$ cat config.mk
export PLATFORM = sky130hd
export DESIGN_NAME = trailing_repetition_detector_flat
export DESIGN_NICKNAME = d
export VERILOG_FILES = /design/src/rtl/trd_pkg.sv /design/src/rtl/trd_chan_if.sv /design/src/rtl/trailing_repetition_detector.sv /design/src/flat_wrapper.sv
export SDC_FILE = /design/constraint.sdc
export NUM_CORES = 2
export LEC_CHECK = 0
export ABC_AREA = 0
export BUFFER_PORTS_ARGS = -buffer_cell sky130_fd_sc_hd__buf_2
export CAP_MARGIN = 20
export CORE_UTILIZATION = 40
export CTS_CLUSTER_DIAMETER = 30
export CTS_CLUSTER_SIZE = 24
export DETAILED_ROUTE_END_ITERATION = 6
export GPL_ROUTABILITY_DRIVEN = 0
export GPL_TIMING_DRIVEN = 0
export PLACE_DENSITY = 0.61
export SLEW_MARGIN = 10
export SYNTH_ARGS = -nofsm -noshare
export SYNTH_HDL_FRONTEND = slang
export SYNTH_SLANG_ARGS = --single-unit
$ cat constraint.sdc
create_clock -name clock -period 6.3 [get_ports clock]
set_input_delay 1.89 -clock clock [delete_from_list [all_inputs] [get_ports clock]]
set_output_delay 1.89 -clock clock [all_outputs]
set_load 0.1 [all_outputs]
$ cat src/rtl/trd_pkg.sv
// trd_pkg: shared types and constants for the trailing repetition detector
// no dependencies; imported by the channel interfaces and the top level
`default_nettype none

package trd_pkg;

   // default depth of the byte store
   localparam int MAX_LEN_DEFAULT = 256;

   // payload widths of the channels
   localparam int DATA_W  = 8;
   localparam int INDEX_W = 8;
   localparam int LEN_W   = 8;
   localparam int REPS_W  = 9;

   typedef enum logic [1:0] {
      ST_LOAD,
      ST_READ,
      ST_CMP,
      ST_DONE
   } trd_state_type;

endpackage

`default_nettype wire

$ cat src/rtl/trd_chan_if.sv
// trd_chan_if: valid/ready channel interfaces for the byte items and the result items
// depends on trd_pkg for payload widths
`default_nettype none

interface trd_req_if import trd_pkg::*; ();
   logic              valid;
   logic              ready;
   logic [DATA_W-1:0] data_byte;
   logic              last;

   modport source (output valid, output data_byte, output last, input ready);
   modport sink   (input valid, input data_byte, input last, output ready);
endinterface

interface trd_rsp_if import trd_pkg::*; ();
   logic               valid;
   logic               ready;
   logic               found;
   logic [INDEX_W-1:0] start_index;
   logic [LEN_W-1:0]   pattern_length;
   logic [REPS_W-1:0]  repetitions;
   logic               overflow;

   modport source (output valid, output found, output start_index, output pattern_length,
                   output repetitions, output overflow, input ready);
   modport sink   (input valid, input found, input start_index, input pattern_length,
                   input repetitions, input overflow, output ready);
endinterface

`default_nettype wire

$ cat src/rtl/trailing_repetition_detector.sv
// trailing_repetition_detector: finds the shortest pattern repeated at the tail of a byte string
// depends on trd_pkg and the channel interfaces in trd_chan_if.sv
// usage
//   req_chan carries one byte per item, with last set on the final byte of a string.
//   after the final byte the block searches shifts k = 1, 2, ... and sends exactly one
//   item on rsp_chan: found, start_index, pattern_length, repetitions and overflow.
//   bytes past MAX_LEN are dropped; such a string reports not found with overflow set.
// loading and search
//   while loading, one byte is taken every cycle (req_chan.ready is high).
//   after the final byte the search runs on one shared byte comparator fed by the
//   two read ports of the byte store: each compared pair takes a registered memory
//   read (ST_READ) followed by a compare (ST_CMP). a shift k compares up to n-k
//   pairs; the last compare leaves the outcome in the result registers, so
//   rsp_chan.valid rises right after it. strings with overflow or fewer than two
//   bytes skip the search and offer the result in the cycle after the final byte.
// stalls and reset
//   req_chan.ready stays low from the final byte until the result item is taken;
//   the result is held in registers as long as rsp_chan.ready is low.
//   reset empties the string and returns to loading; no clearing pass is needed.
`default_nettype none

module trailing_repetition_detector import trd_pkg::*; #(
   parameter int MAX_LEN = MAX_LEN_DEFAULT
) (
   input  logic      clock,
   input  logic      reset,
   trd_req_if.sink   req_chan,
   trd_rsp_if.source rsp_chan
);

   localparam int AW = (MAX_LEN > 1) ? $clog2(MAX_LEN) : 1;  // store address width
   localparam int CW = $clog2(MAX_LEN + 1);                  // byte count width

   // control state
   trd_state_type state_ff, state_in;
   logic [CW-1:0] fill_ff, fill_in;        // bytes held for the current string
   logic          ovf_ff, ovf_in;          // a byte was dropped

   // search state
   logic [CW-1:0] n_ff, n_in;              // string length under search
   logic [AW-1:0] k_ff, k_in;              // shift being tried
   logic [AW-1:0] ptr_a_ff, ptr_a_in;      // lower position i
   logic [AW-1:0] ptr_b_ff, ptr_b_in;      // upper position i+k
   logic [AW-1:0] ph_ff, ph_in;            // matches within the current period
   logic [CW-1:0] reps_ff, reps_in;        // full periods matched so far

   // result registers
   logic               res_found_ff, res_found_in;
   logic [INDEX_W-1:0] res_start_ff, res_start_in;
   logic [LEN_W-1:0]   res_len_ff, res_len_in;
   logic [REPS_W-1:0]  res_reps_ff, res_reps_in;
   logic               res_ovf_ff, res_ovf_in;

   // byte store and its registered read ports
   logic [DATA_W-1:0] store_mem [MAX_LEN];
   logic [DATA_W-1:0] rd_a_ff, rd_b_ff;

   logic          req_fire, rsp_fire;
   logic          has_room;
   logic [CW-1:0] fill_next;
   logic          ovf_next;
   logic          load_skip;      // final byte needs no search
   logic          pair_eq;
   logic          cmp_more;       // keep walking down for this shift
   logic          cmp_hit;        // this shift qualifies
   logic          k_last;         // no further shift to try
   logic [AW-1:0] ph_next;
   logic [CW-1:0] reps_next;

   assign req_fire = req_chan.valid & req_chan.ready;
   assign rsp_fire = rsp_chan.valid & rsp_chan.ready;

   // load bookkeeping
   assign has_room  = (fill_ff < CW'(MAX_LEN));
   assign fill_next = has_room ? fill_ff + CW'(1) : fill_ff;
   assign ovf_next  = ovf_ff | ~has_room;
   assign load_skip = ovf_next | (fill_next < CW'(2));

   // shared compare unit and period counting
   assign pair_eq = (rd_a_ff == rd_b_ff);
   always_comb begin
      ph_next   = ph_ff;
      reps_next = reps_ff;
      if (pair_eq) begin
         if (ph_ff == k_ff - AW'(1)) begin
            ph_next   = '0;
            reps_next = reps_ff + CW'(1);
         end else begin
            ph_next = ph_ff + AW'(1);
         end
      end
   end
   assign cmp_more = pair_eq & (ptr_a_ff != '0);
   assign cmp_hit  = (reps_next != '0);
   assign k_last   = ((CW'(k_ff) + CW'(1)) == n_ff);

   // next state
   always_comb begin
      state_in = state_ff;
      case (state_ff)
         ST_LOAD: begin
            if (req_fire && req_chan.last) begin
               state_in = load_skip ? ST_DONE : ST_READ;
            end
         end
         ST_READ: begin
            state_in = ST_CMP;
         end
         ST_CMP: begin
            if (cmp_more) begin
               state_in = ST_READ;
            end else if (cmp_hit || k_last) begin
               state_in = ST_DONE;
            end else begin
               state_in = ST_READ;
            end
         end
         ST_DONE: begin
            if (rsp_fire) begin
               state_in = ST_LOAD;
            end
         end
         default: begin
            state_in = ST_LOAD;
         end
      endcase
   end

   // handshake outputs
   always_comb begin
      req_chan.ready = (state_ff == ST_LOAD);
      rsp_chan.valid = (state_ff == ST_DONE);
   end

   assign rsp_chan.found          = res_found_ff;
   assign rsp_chan.start_index    = res_start_ff;
   assign rsp_chan.pattern_length = res_len_ff;
   assign rsp_chan.repetitions    = res_reps_ff;
   assign rsp_chan.overflow       = res_ovf_ff;

   // datapath
   always_comb begin
      fill_in      = fill_ff;
      ovf_in       = ovf_ff;
      n_in         = n_ff;
      k_in         = k_ff;
      ptr_a_in     = ptr_a_ff;
      ptr_b_in     = ptr_b_ff;
      ph_in        = ph_ff;
      reps_in      = reps_ff;
      res_found_in = res_found_ff;
      res_start_in = res_start_ff;
      res_len_in   = res_len_ff;
      res_reps_in  = res_reps_ff;
      res_ovf_in   = res_ovf_ff;
      case (state_ff)
         ST_LOAD: begin
            if (req_fire) begin
               fill_in = fill_next;
               ovf_in  = ovf_next;
               if (req_chan.last) begin
                  // string complete: freeze its length and start with shift 1
                  n_in         = fill_next;
                  fill_in      = '0;
                  ovf_in       = 1'b0;
                  k_in         = AW'(1);
                  ptr_a_in     = AW'(fill_next - CW'(2));
                  ptr_b_in     = AW'(fill_next - CW'(1));
                  ph_in        = '0;
                  reps_in      = '0;
                  res_found_in = 1'b0;
                  res_start_in = '0;
                  res_len_in   = '0;
                  res_reps_in  = '0;
                  res_ovf_in   = ovf_next;
               end
            end
         end
         ST_READ: begin
         end
         ST_CMP: begin
            ph_in   = ph_next;
            reps_in = reps_next;
            if (cmp_more) begin
               ptr_a_in = ptr_a_ff - AW'(1);
               ptr_b_in = ptr_b_ff - AW'(1);
            end else if (cmp_hit) begin
               res_found_in = 1'b1;
               // the run reached position 0 only if the last pair matched
               res_start_in = pair_eq ? '0 : INDEX_W'(ptr_a_ff + AW'(1));
               res_len_in   = LEN_W'(k_ff);
               res_reps_in  = REPS_W'(reps_next + CW'(1));
            end else if (!k_last) begin
               k_in     = k_ff + AW'(1);
               ptr_a_in = AW'(n_ff - CW'(k_ff) - CW'(2));
               ptr_b_in = AW'(n_ff - CW'(1));
               ph_in    = '0;
               reps_in  = '0;
            end
         end
         ST_DONE: begin
         end
         default: begin
         end
      endcase
   end

   always_ff @(posedge clock) begin
      if (reset) begin
         state_ff <= ST_LOAD;
         fill_ff  <= '0;
         ovf_ff   <= 1'b0;
      end else begin
         state_ff <= state_in;
         fill_ff  <= fill_in;
         ovf_ff   <= ovf_in;
      end
   end

   always_ff @(posedge clock) begin
      n_ff         <= n_in;
      k_ff         <= k_in;
      ptr_a_ff     <= ptr_a_in;
      ptr_b_ff     <= ptr_b_in;
      ph_ff        <= ph_in;
      reps_ff      <= reps_in;
      res_found_ff <= res_found_in;
      res_start_ff <= res_start_in;
      res_len_ff   <= res_len_in;
      res_reps_ff  <= res_reps_in;
      res_ovf_ff   <= res_ovf_in;
   end

   // byte store: one write port, two registered read ports
   always_ff @(posedge clock) begin
      if (req_fire && has_room) begin
         store_mem[fill_ff[AW-1:0]] <= req_chan.data_byte;
      end
      rd_a_ff <= store_mem[ptr_a_ff];
      rd_b_ff <= store_mem[ptr_b_ff];
   end

   // checks

   // loading and reporting never overlap
   assert property (@(posedge clock) disable iff (reset)
      !(req_chan.ready && rsp_chan.valid))
      else $error("byte item taken while a result is pending");

   // every compare follows a read cycle
   assert property (@(posedge clock) disable iff (reset)
      (state_ff == ST_CMP) |-> ($past(state_ff) == ST_READ))
      else $error("compare without a preceding store read");

   // the fill count never exceeds the store depth
   assert property (@(posedge clock) disable iff (reset)
      fill_ff <= CW'(MAX_LEN))
      else $error("fill count beyond store depth");

   // a reported pattern never comes from a truncated string and never has zero length
   assert property (@(posedge clock) disable iff (reset)
      (rsp_chan.valid && rsp_chan.found) |-> (!rsp_chan.overflow && rsp_chan.pattern_length != '0))
      else $error("pattern reported for an overflowed string or with zero length");

endmodule

`default_nettype wire
$ cat src/flat_wrapper.sv
// flat-port wrapper written by rule: the top's interface ports become plain ports
module trailing_repetition_detector_flat import trd_pkg::*;
#(
   parameter int MAX_LEN = MAX_LEN_DEFAULT
)
  (clock, reset, req_chan_valid, req_chan_data_byte, req_chan_last, req_chan_ready, rsp_chan_valid, rsp_chan_found, rsp_chan_start_index, rsp_chan_pattern_length, rsp_chan_repetitions, rsp_chan_overflow, rsp_chan_ready);
  trd_req_if req_chan_i ();
  trd_rsp_if rsp_chan_i ();
  input  logic clock;
  input  logic reset;
  input wire logic [$bits(req_chan_i.valid)-1:0] req_chan_valid;
  input wire logic [$bits(req_chan_i.data_byte)-1:0] req_chan_data_byte;
  input wire logic [$bits(req_chan_i.last)-1:0] req_chan_last;
  output wire logic [$bits(req_chan_i.ready)-1:0] req_chan_ready;
  output wire logic [$bits(rsp_chan_i.valid)-1:0] rsp_chan_valid;
  output wire logic [$bits(rsp_chan_i.found)-1:0] rsp_chan_found;
  output wire logic [$bits(rsp_chan_i.start_index)-1:0] rsp_chan_start_index;
  output wire logic [$bits(rsp_chan_i.pattern_length)-1:0] rsp_chan_pattern_length;
  output wire logic [$bits(rsp_chan_i.repetitions)-1:0] rsp_chan_repetitions;
  output wire logic [$bits(rsp_chan_i.overflow)-1:0] rsp_chan_overflow;
  input wire logic [$bits(rsp_chan_i.ready)-1:0] rsp_chan_ready;
  assign req_chan_i.valid = req_chan_valid;
  assign req_chan_i.data_byte = req_chan_data_byte;
  assign req_chan_i.last = req_chan_last;
  assign req_chan_ready = req_chan_i.ready;
  assign rsp_chan_valid = rsp_chan_i.valid;
  assign rsp_chan_found = rsp_chan_i.found;
  assign rsp_chan_start_index = rsp_chan_i.start_index;
  assign rsp_chan_pattern_length = rsp_chan_i.pattern_length;
  assign rsp_chan_repetitions = rsp_chan_i.repetitions;
  assign rsp_chan_overflow = rsp_chan_i.overflow;
  assign rsp_chan_i.ready = rsp_chan_ready;
  trailing_repetition_detector #(.MAX_LEN(MAX_LEN)) u_core (.clock(clock), .reset(reset), .req_chan(req_chan_i), .rsp_chan(rsp_chan_i));
endmodule
==> run_results.csv <==
group,metric,value,unit
global_route,grt_max_degree,131,
global_route,grt_overflow,0,
synthesis,avgSynthCellArea,20.7,um^2
worst_setup_path,reg2reg_slack,-200,ps
cts,tritoncts,"yes",
worst_setup_path,arrival,7320,ps
sta,hold_viol_final,0,
global_route,antenna_found_initial,31,
sta,whs,537,ps
worst_setup_path,criticalPathCategory,"flop to flop",
synthesis,yosys_register_bits,2153,
cts,cts_root_buffer,"clkbuf_16",
synthesis,postSynth.asyncResetShare,0,%
synthesis,ys_dominant_reg_cell,"edfxtp_1",
synthesis,syn-num-nets,4921,
final_layout,fin_cells,9381,
final_layout,final_cell_mix,"2,125 x edfxtp_1, 1,300 x mux4_2, 473 x clkbuf_16",
pwr,p_switching,19.5,mW
sta,finalSetupViolCount,2,
min_path,holdPathEnd,"u_core.ovf_ff",
cts,cts_buffer_depth,4,
worst_setup_path,crit_path_end_kind,"flop",
final_layout,final_core_util,49.8,%
outcome,violations,"DRC, setup timing",
sta,fmax,0.154,GHz
pwr,swShare,33.7,%
min_path,min-delay-start,"u_core.ovf_ff",
cts,h-tree-depth,5,
cts,clock-sinks,2153,
sta,period_needed,6500,ps
sta,tightest_slew,1360,ps
min_path,hold_depth,2,
worst_setup_path,worst_setup_path_start_kind,"flop",
final_layout,layout_commonest_cell,"edfxtp_1",
worst_setup_path,required,7130,ps
floorplan,core_area,251000,um^2
outcome,status,"finished with violations",
sta,worst_slack,-198,ps
floorplan,die_width,505,um
cts,insertion_delay,1030,ps
routing,drc_errors,250,
pwr,p_leak,40.6,nW
synthesis,netlist_area,101000,um^2
worst_setup_path,crit_fanout,10,
final_layout,layout.nets,5670,
synthesis,yosys.area.top_type_share,63.2,%
sta,fin_skew,88.7,ps
routing,dr.pass1.iters,7,
sta,slew_viol_final,0,
floorplan,die_y,505,um
routing,totalWireLength,442000,um
synthesis,netlist_instances,4879,
floorplan,dieArea,255000,um^2
routing,wl_per_cell,47.1,um
synthesis,synth_edf_count,2125,
routing,antenna_left,0,
pwr,p_per_area,464,nW/um^2
sta,finalCritPeriodShare,103,%
synthesis,yosysWarnings,0,
global_route,grt_pass1_wl,575000,um
placement,port_buffers,41,
worst_setup_path,timing.rr.end,"u_core.rd_a_ff[2]",
sta,setup_tns,-282,ps
floorplan,initial_core_util,40.2,%
cts,post_cts_buffers,0,
synthesis,synth_area_leader_cell,"edfxtp_1",
pwr,seqPwrFrac,27.9,%
routing,viasPerCell,7.09,
floorplan,rows,184,
worst_setup_path,r2r_start,"u_core.ptr_a_ff[0]",
global_route,grt_usage,34.4,%
placement,place_inst,8475,
final_layout,final_layout_size_suffix_gt1_share,42.2,%
cts,path_clk_slew,50,ps
global_route,grt_pass1_vias,62900,
synthesis,synth_cell_types,67,
cts,cts-buffers-inserted,467,
run,maxCapViolations,0,
pwr,internal_power,38.5,mW
sta,slew_headroom,8.87,%
min_path,holdCritPathClass,"flop to flop",
synthesis,synthTopCellsByArea,"edfxtp_1 63%, mux4_2 29%, nor2_1 1.3%",
sta,rsz0062_at_grt,"no",
final_layout,area_delta_synth_final,23.8,%
placement,dp_worst_setup_slack,-691,ps
pwr,power_frac_clock,41.9,%
routing,vias,66500,
pwr,ir_worst_vdd,0.000357,V
routing,drtIter0Drc,14200,
synthesis,ys_seq_area_share,63.7,%
final_layout,fillCellCount,20000,
floorplan,boundaryPins,42,
placement,dpl.hpwl,315000,um
worst_setup_path,ff2ff_path_depth,9,
pwr,combPwrFrac,30.2,%
[worst max-delay path, cell delays in order (launching register included)]
cell,delay [ps]
edfxtp_1,360
buf_2,390
buf_2,630
buf_2,810
buf_2,730
buf_2,940
mux4_2,730
mux4_2,490
o21ai_0,770
a41oi_1,340
[Yosys cell counts, types with 28 or more instances]
master	count
clkbuf_1	235
and2_1	31
xnor2_1	51
nand2_1	107
xor2_1	31
a21oi_1	41
nand3_1	35
dfxtp_1	28
edfxtp_1	2125
a22oi_1	30
inv_1	52
buf_2	31
nor2_1	355
ha_1	28
mux4_2	1300
nor3_1	28
o21ai_0	30
buf_1	112
mux2i_1	45
[through the flow]
step                      area, um^2  power (mW)
after CTS                     125000        56.8
final                         125000        58.0
after global placement        105000        32.0
after detailed placement      109000        32.7
after global routing          125000        58.1
after floorplan               101000        24.6
[logic make-up (layout without fill, tap and decap cells)]
group           count (synthesis)  in the layout  share of synthesized area [%]
flops                        2153           2153                           63.7
mux                          1350           1350                           29.5
simple gates                  637            637                           2.76
buf+inv                       433           1558                           1.65
compound gates                195            195                           1.30
xor+xnor                       82             82                          0.711
fa+ha+maj                      29             29                          0.367
other cells                     0             29                              0
[area by class of cell]
class / count / area, um^2 / area share, %
Clock inverter: 313 / 3520 / 2.81
Sequential cell: 2153 / 64400 / 51.5
Antenna cell: 29 / 72.6 / 0.0580
Multi-Input combinational cell: 2293 / 35000 / 28.0
Clock buffer: 532 / 12000 / 9.62
Tap cell: 3348 / 4190 / 3.35
Buffer: 379 / 1720 / 1.38
Inverter: 53 / 199 / 0.159
Timing Repair Buffer: 281 / 3990 / 3.19
[power groups by stage]
stage          registers, mW  logic (mW)  clock network (mW)
2_1_floorplan           16.7        7.90                   0
6_report                16.2        17.5                24.3
5_1_grt                 16.2        17.0                24.9
3_3_place_gp            16.5        15.5                   0
4_1_cts                 16.2        16.4                24.2
3_5_place_dp            16.4        16.3                   0
[flip-flops by register name (all words and copies together) (netlist names)]
name / count
u_core.n_ff: 9
u_core.rsp_chan.found: 1
u_core.reps_ff: 9
u_core.ptr_a_ff: 8
u_core.store_mem: 2048
u_core.ptr_b_ff: 8
u_core.rsp_chan.overflow: 1
u_core.ph_ff: 8
u_core.rsp_chan.pattern_length: 8
u_core.state_ff: 2
u_core.rsp_chan.start_index: 8
u_core.k_ff: 8
u_core.ovf_ff: 1
u_core.rsp_chan.repetitions: 9
u_core.fill_ff: 9
u_core.rd_b_ff: 8
u_core.rd_a_ff: 8
[worst max path at each step]
| stage | from | endpoint | slack, ps | cells after the start |
|---|---|---|---|---|
| 4_1_cts | u_core.ptr_a_ff[0] | u_core.ptr_b_ff[7] | 40 | 15 |
| 3_3_place_gp | u_core.ptr_a_ff[5] | u_core.rd_a_ff[2] | -2860 | 9 |
| 3_5_place_dp | u_core.ptr_a_ff[0] | u_core.ptr_b_ff[7] | -690 | 15 |
| 2_1_floorplan | u_core.k_ff[0] | u_core.rsp_chan.found | 1510 | 12 |
| 6_report | u_core.ptr_a_ff[0] | u_core.rd_a_ff[2] | -200 | 9 |
| 5_1_grt | u_core.ptr_a_ff[0] | u_core.rd_a_ff[0] | 20 | 11 |
[what timing repair did]
action	CTS	global route
hold buffers	0	0
resized for setup	3	0
pin swaps	0	0
hold endpoints to repair	0	0
setup endpoints to repair	57	46
[layer usage]
layer,global-route usage (%),vias to the layer above,wire (um)
met4,23.8,26,36900
met2,47.0,7002,183000
met1,42.0,35000,145000
li1,-,22900,-
met3,17.6,1647,77100
met5,0.995,-,553
(Power assumes the default switching activity.)
